`config.mk`:
```
export PLATFORM = sky130hd
export DESIGN_NAME = first_fit_region_allocator_flat
export DESIGN_NICKNAME = d
export VERILOG_FILES = /design/src/rtl/core/ffra_pkg.sv /design/src/rtl/core/ffra_if.sv /design/src/rtl/core/ffra_datapath.sv /design/src/rtl/core/ffra_control.sv /design/src/rtl/core/first_fit_region_allocator.sv /design/src/flat_wrapper.sv
export SDC_FILE = /design/constraint.sdc
export NUM_CORES = 2
export LEC_CHECK = 0
export ABC_CLOCK_PERIOD_IN_PS = 21800
export BUFFER_PORTS_ARGS = -buffer_cell sky130_fd_sc_hd__buf_2
export CORE_MARGIN = 2
export CORE_UTILIZATION = 49
export DETAILED_ROUTE_END_ITERATION = 8
export GPL_TIMING_DRIVEN = 1
export RECOVER_POWER = 100
export SLEW_MARGIN = 20
export SYNTH_ARGS = -nofsm -noshare
export SYNTH_HDL_FRONTEND = slang
export SYNTH_SLANG_ARGS = --single-unit
```
`constraint.sdc`:
```
create_clock -name clock -period 21.8 [get_ports clock]
set_clock_uncertainty 0.05 [all_clocks]
set_input_delay 1.09 -clock clock [delete_from_list [all_inputs] [get_ports clock]]
set_output_delay 1.09 -clock clock [all_outputs]
set_load 0.05 [all_outputs]
```
`src/rtl/core/ffra_pkg.sv`:
```
// Package: shared types, constants and command/status structs of the region allocator.
`default_nettype none
package ffra_pkg;
   localparam int unsigned MaxRegionsDefault = 16;
   localparam logic [31:0] FirstBase = 32'h0000_0800;
   localparam logic [31:0] EmptyTail = 32'h0000_0900;
   localparam logic [31:0] TopReset = 32'h0010_0000;
   localparam logic [31:0] LengthReset = 32'h0000_0100;

   typedef enum logic [1:0] {
      OP_ALLOC  = 2'd0,
      OP_QUERY  = 2'd1,
      OP_FREE   = 2'd2,
      OP_SHRINK = 2'd3
   } opcode_type;

   typedef enum logic [1:0] {
      ST_OK       = 2'd0,
      ST_NO_BASE  = 2'd1,
      ST_GROW     = 2'd2
   } status_type;

   typedef enum logic [0:0] {
      CSR_TOP    = 1'b0,
      CSR_LENGTH = 1'b1
   } csr_index_type;

   // controller -> datapath
   typedef struct packed {
      logic load;      // take request fields, clear scan state
      logic scan;      // read entry idx, evaluate
      logic shift_up;  // move entry idx-1 to idx
      logic shift_dn;  // move entry idx+1 to idx
      logic write_new; // write base/len at idx
      logic write_len; // write len at idx
      logic cnt_inc;
      logic cnt_dec;
      logic idx_inc;
      logic idx_dec;
      logic idx_to_cnt;
      logic reload;    // table back to single first region
   } cmd_type;

   // datapath -> controller
   typedef struct packed {
      logic scan_done;  // idx reached count
      logic hit;        // scan condition met at idx
      logic at_pos;     // idx equals insert position
      logic last;       // idx+1 >= count
      logic full;
      logic too_big;
      logic tail_fit;
      logic len_lt;
   } stat_type;
endpackage
`default_nettype wire

```
`src/rtl/core/ffra_if.sv`:
```
// Interfaces: request, response and register write channels.
`default_nettype none
interface ffra_req_if;
   logic        valid;
   logic        ready;
   logic [1:0]  opcode;
   logic [31:0] request_size;
   logic [31:0] block_address;
   modport source (output valid, opcode, request_size, block_address, input ready);
   modport sink (input valid, opcode, request_size, block_address, output ready);
endinterface

interface ffra_rsp_if;
   logic        valid;
   logic        ready;
   logic [31:0] result_value;
   logic [1:0]  status;
   modport source (output valid, result_value, status, input ready);
   modport sink (input valid, result_value, status, output ready);
endinterface

interface ffra_csr_if;
   logic        valid;
   logic        ready;
   logic        index;
   logic [31:0] data;
   modport source (output valid, index, data, input ready);
   modport sink (input valid, index, data, output ready);
endinterface
`default_nettype wire

```
`src/rtl/core/ffra_datapath.sv`:
```
// Datapath: region table, registers, scan arithmetic and result.
`default_nettype none
module ffra_datapath
   import ffra_pkg::*;
#(
   parameter int unsigned MAX_REGIONS = MaxRegionsDefault,
   localparam int unsigned IW = $clog2(MAX_REGIONS),
   localparam int unsigned CW = $clog2(MAX_REGIONS + 1)
) (
   input  wire logic        clock,
   input  wire logic        reset,
   input  wire cmd_type     cmd,
   output stat_type         stat,
   input  wire logic [1:0]  op,
   input  wire logic [31:0] req_size,
   input  wire logic [31:0] req_addr,
   input  wire logic        top_we,
   input  wire logic [31:0] csr_data,
   output logic [31:0]      scan_value,
   output logic [31:0]      tail_value
);
   logic [31:0] base_ff [MAX_REGIONS];
   logic [31:0] len_ff [MAX_REGIONS];
   logic [31:0] top_ff;
   logic [CW-1:0] cnt_ff;
   logic [CW-1:0] idx_ff;
   logic [31:0] size_ff, addr_ff, prev_end_ff, best_ff, pos_base_ff;
   logic [CW-1:0] pos_ff;
   logic [IW-1:0] ia, im, ip;
   logic [31:0] cur_base, cur_len, cur_end, gap, tail;

   assign ia = idx_ff[IW-1:0];
   assign im = IW'(idx_ff - CW'(1));
   assign ip = IW'(idx_ff + CW'(1));
   assign cur_base = base_ff[ia];
   assign cur_len = len_ff[ia];
   assign cur_end = cur_base + cur_len;
   assign gap = cur_base - prev_end_ff;
   assign tail = (cnt_ff == '0) ? EmptyTail : prev_end_ff;

   always_comb begin
      stat.scan_done = (idx_ff >= cnt_ff);
      stat.at_pos = (idx_ff == pos_ff);
      stat.last = ((idx_ff + CW'(1)) >= cnt_ff);
      stat.full = (cnt_ff >= CW'(MAX_REGIONS));
      stat.too_big = size_ff[31];
      stat.tail_fit = size_ff < (top_ff - tail);
      stat.len_lt = cur_len < size_ff;
      case (op)
         OP_ALLOC: stat.hit = (idx_ff != '0) && (gap > size_ff);
         OP_QUERY: stat.hit = 1'b0;
         default:  stat.hit = (cur_base == addr_ff);
      endcase
   end

   assign scan_value = (op == OP_QUERY) ? best_ff : pos_base_ff;
   assign tail_value = top_ff - tail;

   always_ff @(posedge clock) begin
      if (reset) begin
         top_ff <= TopReset;
      end else if (top_we) begin
         top_ff <= csr_data;
      end
   end

   always_ff @(posedge clock) begin
      if (reset || cmd.reload) begin
         cnt_ff <= CW'(1);
      end else if (cmd.cnt_inc) begin
         cnt_ff <= cnt_ff + CW'(1);
      end else if (cmd.cnt_dec) begin
         cnt_ff <= cnt_ff - CW'(1);
      end
   end

   always_ff @(posedge clock) begin
      if (reset) begin
         base_ff[0] <= FirstBase;
         len_ff[0] <= LengthReset;
      end else if (cmd.reload) begin
         base_ff[0] <= FirstBase;
         len_ff[0] <= csr_data;
      end else if (cmd.shift_up) begin
         base_ff[ia] <= base_ff[im];
         len_ff[ia] <= len_ff[im];
      end else if (cmd.shift_dn) begin
         base_ff[ia] <= base_ff[ip];
         len_ff[ia] <= len_ff[ip];
      end else if (cmd.write_new) begin
         base_ff[ia] <= pos_base_ff;
         len_ff[ia] <= size_ff;
      end else if (cmd.write_len) begin
         len_ff[ia] <= size_ff;
      end
   end

   always_ff @(posedge clock) begin
      if (cmd.load) begin
         idx_ff <= '0;
         size_ff <= req_size;
         addr_ff <= req_addr;
         prev_end_ff <= EmptyTail;
         best_ff <= '0;
         pos_base_ff <= '0;
      end else begin
         if (cmd.scan) begin
            prev_end_ff <= cur_end;
            if (idx_ff != '0 && gap > best_ff) best_ff <= gap;
            if (stat.hit) begin
               pos_ff <= idx_ff;
               pos_base_ff <= prev_end_ff;
            end
         end
         if (cmd.idx_to_cnt) begin
            idx_ff <= cnt_ff;
            if (stat.scan_done) begin
               pos_ff <= cnt_ff;
               pos_base_ff <= tail;
            end
         end else if (cmd.idx_inc) begin
            idx_ff <= idx_ff + CW'(1);
         end else if (cmd.idx_dec) begin
            idx_ff <= idx_ff - CW'(1);
         end
      end
   end
endmodule
`default_nettype wire

```
`src/rtl/core/ffra_control.sv`:
```
// Controller: sequences scan, shift and response for each transaction.
`default_nettype none
module ffra_control
   import ffra_pkg::*;
(
   input  wire logic        clock,
   input  wire logic        reset,
   ffra_req_if.sink         req,
   ffra_rsp_if.source       rsp,
   ffra_csr_if.sink         csr,
   output cmd_type          cmd,
   input  wire stat_type    stat,
   output logic [1:0]       op,
   output logic             top_we,
   input  wire logic [31:0] scan_value,
   input  wire logic [31:0] tail_value
);
   typedef enum logic [2:0] {
      S_IDLE, S_SCAN, S_TAIL, S_SHIFT_UP, S_SHIFT_DN, S_RESP
   } state_type;

   state_type state_ff;
   logic [1:0] op_ff;
   logic [31:0] value_ff;
   logic [1:0] status_ff;

   assign op = op_ff;
   assign req.ready = (state_ff == S_IDLE) && !csr.valid;
   assign csr.ready = (state_ff == S_IDLE);
   assign top_we = csr.valid && csr.ready && (csr.index == CSR_TOP);
   assign rsp.valid = (state_ff == S_RESP);
   assign rsp.result_value = value_ff;
   assign rsp.status = status_ff;

   always_comb begin
      cmd = '0;
      cmd.reload = csr.valid && csr.ready && (csr.index == CSR_LENGTH);
      cmd.load = req.valid && req.ready;
      case (state_ff)
         S_SCAN: begin
            if (stat.scan_done) begin
               cmd.idx_to_cnt = 1'b1;
            end else begin
               cmd.scan = 1'b1;
               if (!stat.hit) cmd.idx_inc = 1'b1;
               else if (op_ff != OP_FREE) cmd.idx_to_cnt = 1'b1;
               if (stat.hit && op_ff == OP_SHRINK && !stat.len_lt) cmd.write_len = 1'b1;
            end
         end
         S_SHIFT_UP: begin
            if (stat.at_pos) begin
               cmd.write_new = 1'b1;
               cmd.cnt_inc = 1'b1;
            end else begin
               cmd.shift_up = 1'b1;
               cmd.idx_dec = 1'b1;
            end
         end
         S_SHIFT_DN: begin
            if (stat.last) cmd.cnt_dec = 1'b1;
            else begin
               cmd.shift_dn = 1'b1;
               cmd.idx_inc = 1'b1;
            end
         end
         default: ;
      endcase
   end

   always_ff @(posedge clock) begin
      if (reset) begin
         state_ff <= S_IDLE;
         op_ff <= OP_ALLOC;
         value_ff <= '0;
         status_ff <= ST_OK;
      end else begin
         case (state_ff)
            S_IDLE: begin
               if (req.valid && req.ready) begin
                  op_ff <= req.opcode;
                  value_ff <= '0;
                  status_ff <= ST_OK;
                  state_ff <= S_SCAN;
               end
            end
            S_SCAN: begin
               if (op_ff == OP_ALLOC && (stat.too_big || stat.full)) begin
                  state_ff <= S_RESP;
               end else if (stat.scan_done) begin
                  state_ff <= S_TAIL;
                  if (op_ff == OP_FREE || op_ff == OP_SHRINK) begin
                     status_ff <= ST_NO_BASE;
                     state_ff <= S_RESP;
                  end
               end else if (stat.hit) begin
                  case (op_ff)
                     OP_ALLOC: state_ff <= S_TAIL;
                     OP_FREE: state_ff <= S_SHIFT_DN;
                     default: begin
                        if (stat.len_lt) status_ff <= ST_GROW;
                        state_ff <= S_RESP;
                     end
                  endcase
               end
            end
            S_TAIL: begin
               if (op_ff == OP_QUERY) begin
                  value_ff <= (tail_value > scan_value) ? tail_value : scan_value;
                  state_ff <= S_RESP;
               end else if (stat.at_pos && !stat.tail_fit) begin
                  state_ff <= S_RESP;
               end else begin
                  value_ff <= scan_value;
                  state_ff <= S_SHIFT_UP;
               end
            end
            S_SHIFT_UP: if (stat.at_pos) state_ff <= S_RESP;
            S_SHIFT_DN: if (stat.last) state_ff <= S_RESP;
            S_RESP: if (rsp.ready) state_ff <= S_IDLE;
            default: state_ff <= S_IDLE;
         endcase
      end
   end

`ifndef SYNTHESIS
   a_rsp_hold: assert property (@(posedge clock) disable iff (reset)
      rsp.valid && !rsp.ready |=> rsp.valid && $stable(rsp.result_value))
      else $error("response dropped");
   a_no_accept_busy: assert property (@(posedge clock) disable iff (reset)
      state_ff != S_IDLE |-> !req.ready)
      else $error("accept while busy");
   a_one_shift: assert property (@(posedge clock) disable iff (reset)
      !(cmd.shift_up && cmd.shift_dn))
      else $error("conflicting shifts");
`endif
endmodule
`default_nettype wire

```
`src/rtl/core/first_fit_region_allocator.sv`:
```
// Top level: first-fit region allocator.
// Keeps up to MAX_REGIONS (base, length) regions sorted by base. One transaction at a time:
// an operation scans the table in order, one entry per cycle, shifts table entries on
// allocate or free, and then presents a response. Register writes are taken only while idle.
`default_nettype none
module first_fit_region_allocator
   import ffra_pkg::*;
#(
   parameter int unsigned MAX_REGIONS = MaxRegionsDefault
) (
   input wire logic   clock,
   input wire logic   reset,
   ffra_req_if.sink   req,
   ffra_rsp_if.source rsp,
   ffra_csr_if.sink   csr
);
   cmd_type cmd;
   stat_type stat;
   logic [1:0] op;
   logic top_we;
   logic [31:0] scan_value, tail_value;

   ffra_control u_ctrl (
      .clock, .reset, .req, .rsp, .csr, .cmd, .stat, .op, .top_we,
      .scan_value, .tail_value
   );

   ffra_datapath #(.MAX_REGIONS(MAX_REGIONS)) u_dp (
      .clock, .reset, .cmd, .stat, .op,
      .req_size(req.request_size), .req_addr(req.block_address),
      .top_we, .csr_data(csr.data), .scan_value, .tail_value
   );
endmodule
`default_nettype wire

```
`src/flat_wrapper.sv`:
```
// flat-port wrapper written by rule: the top's interface ports become plain ports
module first_fit_region_allocator_flat import ffra_pkg::*;
#(
   parameter int unsigned MAX_REGIONS = MaxRegionsDefault
)
  (clock, reset, req_valid, req_opcode, req_request_size, req_block_address, req_ready, rsp_valid, rsp_result_value, rsp_status, rsp_ready, csr_valid, csr_index, csr_data, csr_ready);
  ffra_req_if req_i ();
  ffra_rsp_if rsp_i ();
  ffra_csr_if csr_i ();
  input wire logic clock;
  input wire logic reset;
  input wire logic [$bits(req_i.valid)-1:0] req_valid;
  input wire logic [$bits(req_i.opcode)-1:0] req_opcode;
  input wire logic [$bits(req_i.request_size)-1:0] req_request_size;
  input wire logic [$bits(req_i.block_address)-1:0] req_block_address;
  output wire logic [$bits(req_i.ready)-1:0] req_ready;
  output wire logic [$bits(rsp_i.valid)-1:0] rsp_valid;
  output wire logic [$bits(rsp_i.result_value)-1:0] rsp_result_value;
  output wire logic [$bits(rsp_i.status)-1:0] rsp_status;
  input wire logic [$bits(rsp_i.ready)-1:0] rsp_ready;
  input wire logic [$bits(csr_i.valid)-1:0] csr_valid;
  input wire logic [$bits(csr_i.index)-1:0] csr_index;
  input wire logic [$bits(csr_i.data)-1:0] csr_data;
  output wire logic [$bits(csr_i.ready)-1:0] csr_ready;
  assign req_i.valid = req_valid;
  assign req_i.opcode = req_opcode;
  assign req_i.request_size = req_request_size;
  assign req_i.block_address = req_block_address;
  assign req_ready = req_i.ready;
  assign rsp_valid = rsp_i.valid;
  assign rsp_result_value = rsp_i.result_value;
  assign rsp_status = rsp_i.status;
  assign rsp_i.ready = rsp_ready;
  assign csr_i.valid = csr_valid;
  assign csr_i.index = csr_index;
  assign csr_i.data = csr_data;
  assign csr_ready = csr_i.ready;
  first_fit_region_allocator #(.MAX_REGIONS(MAX_REGIONS)) u_core (.clock(clock), .reset(reset), .req(req_i), .rsp(rsp_i), .csr(csr_i));
endmodule
```
==> results_dict.tcl <==
set metrics [dict create \
    period_needed_ns 15.42 \
    cts_setup_buffers 0 \
    dpl-instance-area_sq_um 78000 \
    max_slew_margin_pct -242 \
    ios 141 \
    area_delta_synth_final_pct 10.0 \
    design_area_sq_um 82500 \
    yosysWarnings 0 \
    rsz0062_at_grt "false" \
    synth-seq-cells 1274 \
    via_per_inst 6.98 \
    ctsResizeCount 0 \
    cts_buffer_depth 3 \
    fin_crit_sh_pct 70.7 \
    remaining_drc_errors 0 \
    hp-class "in -> reg" \
    rr_endpoint "u_core.u_dp.len_ff[5][12]$_DFFE_PP_" \
    drtIter0Drc 6542 \
    die_x_um 395 \
    grt_pass1_vias 49100 \
    synthSimpleGateAreaFrac_pct 5.84 \
    ys_seq_area_share_pct 48.6 \
    dp_slack_ns 10.90 \
    post-dp-hpwl_um 163000 \
    critical_path_required_ns 22.19 \
    rows 143 \
    synth-compound-area-share_pct 7.86 \
    vias 51000 \
    r2r_slack_ns 6.38 \
    ys.flop_type "edfxtp_1" \
    drive_gt1_share_pct 25.7 \
    grt_overflow_total 0 \
    hold_viol_final 0 \
    clock_latency_ns 0.81 \
    cts.reportedPaths.clkPinSlew_ns 0.07 \
    wire_per_inst_um 34.3 \
    critPathLaunchType "register" \
    cap_violations 30 \
    path_class "reg -> reg" \
    fill_cells 12200 \
    synth_mux_area_share_pct 28.6 \
    postSynthCellCount 5103 \
    ctsHoldBuffers 0 \
    yosysMostFrequentCell "edfxtp_1" \
    synth_area_leaders "edfxtp_1 (44%), mux4_2 (26%), dfxtp_1 (4.8%), ha_1 (4.5%), nand2_1 (2.4%)" \
    yosysUniqueCellTypes 94 \
    drtPass1Iterations 6 \
    max_freq_ghz 0.0648 \
    syn-num-nets 5478 \
    power_density_nw_per_um2 159 \
    cts_buffers 142 \
    cp.arrival_ns 15.81 \
    grt_max_degree 138 \
    antenna_left 0 \
    port_buffers 140 \
    synth_top_family_by_area "multiplexers" \
    grt_pass1_wl_um 358000 \
    fp.dieH_um 395 \
    syn_area_per_cell_sq_um 14.7 \
    synth.top_cell.area_share_pct 43.8 \
    ir_worst_vdd_v 0.000230 \
    final_max_slew_viol_count 1079 \
    cts_root_buf "clkbuf_16" \
    end_kind "register" \
    fin_ws_ns 6.38 \
    antenna_found_initial 14 \
    worstHoldStart "req_request_size[31]" \
    core_area_sq_um 152000 \
    violations "capacitance limit, slew limit" \
    async_reset_ff_share_pct 0 \
    synth_area_leader_cell "edfxtp_1" \
    synth_xor_area_share_pct 1.62 \
    ff2ff_path_depth 27 \
    synth_edf_count 1093 \
    initial_core_util_pct 49.4 \
    fin_hold_ws_ns 0.399 \
    dieArea_sq_um 156000 \
    netlist_area_sq_um 75000 \
    place_inst 7032 \
    min_to "u_core.u_dp.size_ff[31]$_DFFE_PP_" \
    cp_max_fo 35 \
    yosys-top-cells-count "edfxtp_1 (1093), mux4_2 (875), nand2_1 (476), a21oi_1 (307), ha_1 (267)" \
    cts_tree "built" \
    synth_adder_area_share_pct 4.56 \
    nets 5522 \
    finalSetupViolCount 0 \
    gp_congestion 0.938 \
    clock-sinks 1274 \
    setup_tns_ns 0 \
    outcome "finished with violations" \
    routed_wl_um 250000 \
    tightest_slew_ns 5.13 \
    cts_htree_levels 4 \
    holdPathStages 1 \
    leakagePower_nw 28.7 \
    final_cells 7302 \
    grt_usage_pct 32.0 \
]
worst max-delay path, stage by stage, from the launching register on:
cell,delay [ns]
dfxtp_1,1.80
clkbuf_1,2.09
clkbuf_1,2.18
mux4_2,0.71
a22oi_1,0.18
o21ai_0,0.12
clkbuf_1,0.24
ha_1,0.43
a21oi_1,0.16
o21ai_0,0.11
a21o_1,0.20
a2111oi_0,0.95
o41ai_1,0.31
o21ai_0,0.42
o21ai_0,0.16
xor2_1,0.19
ha_1,0.31
nand4_1,0.10
or2_2,0.31
or4_1,0.56
a21oi_1,0.15
o31a_1,0.24
a31oi_1,0.12
nor2_1,0.60
and4_1,0.54
o21ai_4,0.28
nor3_4,0.90
buf_4,0.58
stage by stage:
stage	total power [mW]	utilization [%]
2_1_floorplan	8.58	-
3_3_place_gp	10.5	51.3
3_5_place_dp	10.5	51.3
4_1_cts	13.1	54.5
5_1_grt	13.9	54.3
6_report	13.1	54.3
cells by family after synthesis:
| kind of cell | Yosys count |
|---|---|
| simple gates | 962 |
| flops | 1274 |
| fa+ha+maj | 271 |
| mux | 1034 |
| xor+xnor | 139 |
| compound gates | 891 |
| buf+inv | 532 |
placed cells by master, fill, tap and decap left out, types with 12 or more instances in the layout:
master	n
a211oi_1	32
o211ai_1	21
a311oi_1	32
mux4_2	875
a221o_1	34
clkbuf_1	101
o21ai_0	141
a21o_1	87
edfxtp_1	1093
a22oi_1	40
clkinv_1	17
clkinv_2	23
nor2b_1	36
nand3_1	30
bufinv_16	18
buf_4	73
nor3_1	47
nand4_1	37
and3_1	35
o21bai_1	12
o21a_1	15
mux2i_1	134
a22o_1	23
nand2b_1	26
buf_2	99
a21oi_1	307
or3_1	15
a21boi_0	18
a31oi_1	16
mux2_2	14
xnor2_1	80
nor2_1	184
inv_1	173
clkbuf_16	144
xor2_1	56
dfxtp_1	178
nand2_1	474
ha_1	266
a221oi_1	12
per-layer routing:
layer  GRT usage (%)  part of all wire (%)  vias up
met5               0                 0.021        -
met4            13.9                   4.8        8
met3            9.82                    12      550
met2            48.4                    46     3156
met1            42.8                    38    26300
li1                -                     -    20900
worst max path at each step:
stage               startpoint  cells after the start  slack [ns]                                    to
finish                register                     27        6.38   u_core.u_dp.len_ff[5][12]$_DFFE_PP_
CTS                   register                     28       10.81   u_core.u_dp.len_ff[5][22]$_DFFE_PP_
global route          register                     17        5.36   u_core.u_dp.len_ff[5][19]$_DFFE_PP_
detailed placement    register                     28       10.90   u_core.u_dp.len_ff[5][12]$_DFFE_PP_
global placement      register                     28       10.88  u_core.u_dp.len_ff[15][12]$_DFFE_PP_
floorplan             register                     29       11.49   u_core.u_dp.len_ff[12][0]$_DFFE_PP_
flip-flops by register name, indices dropped and copies added (netlist names), 3 cells and up, named ones only:
register and count:
u_core.u_dp.best_ff 32, u_core.u_ctrl.rsp.result_value 32, u_core.u_dp.cnt_ff 5, u_core.u_dp.len_ff 512, u_core.u_dp.pos_ff 5, u_core.u_dp.size_ff 32, u_core.u_dp.prev_end_ff 32, u_core.u_dp.base_ff 512
u_core.u_dp.pos_base_ff 32, u_core.u_dp.addr_ff 32, u_core.u_dp.top_ff 32, u_core.u_ctrl.state_ff 3, u_core.u_dp.idx_ff 5
report_power, final:
part	internal, mW	total (mW)	leakage (nW)	switching, mW
combinational	3.38	7.53	14.2	4.14
clock	1.46	2.51	2.35	1.05
sequential	2.82	3.08	12.2	0.262
cell type report:
class                   instances  area, sq um  area share [%]
repair buffers                255         1440            1.74
multi-input cells            3297        36500            44.2
inverters                     177          681           0.825
well taps                    2030         2540            3.08
flip-flops and latches       1274        36500            44.2
diodes                         11         27.5          0.0334
clock inverters                85         1080            1.31
clock buffers                 173         3770            4.57
(Power assumes the default switching activity.)
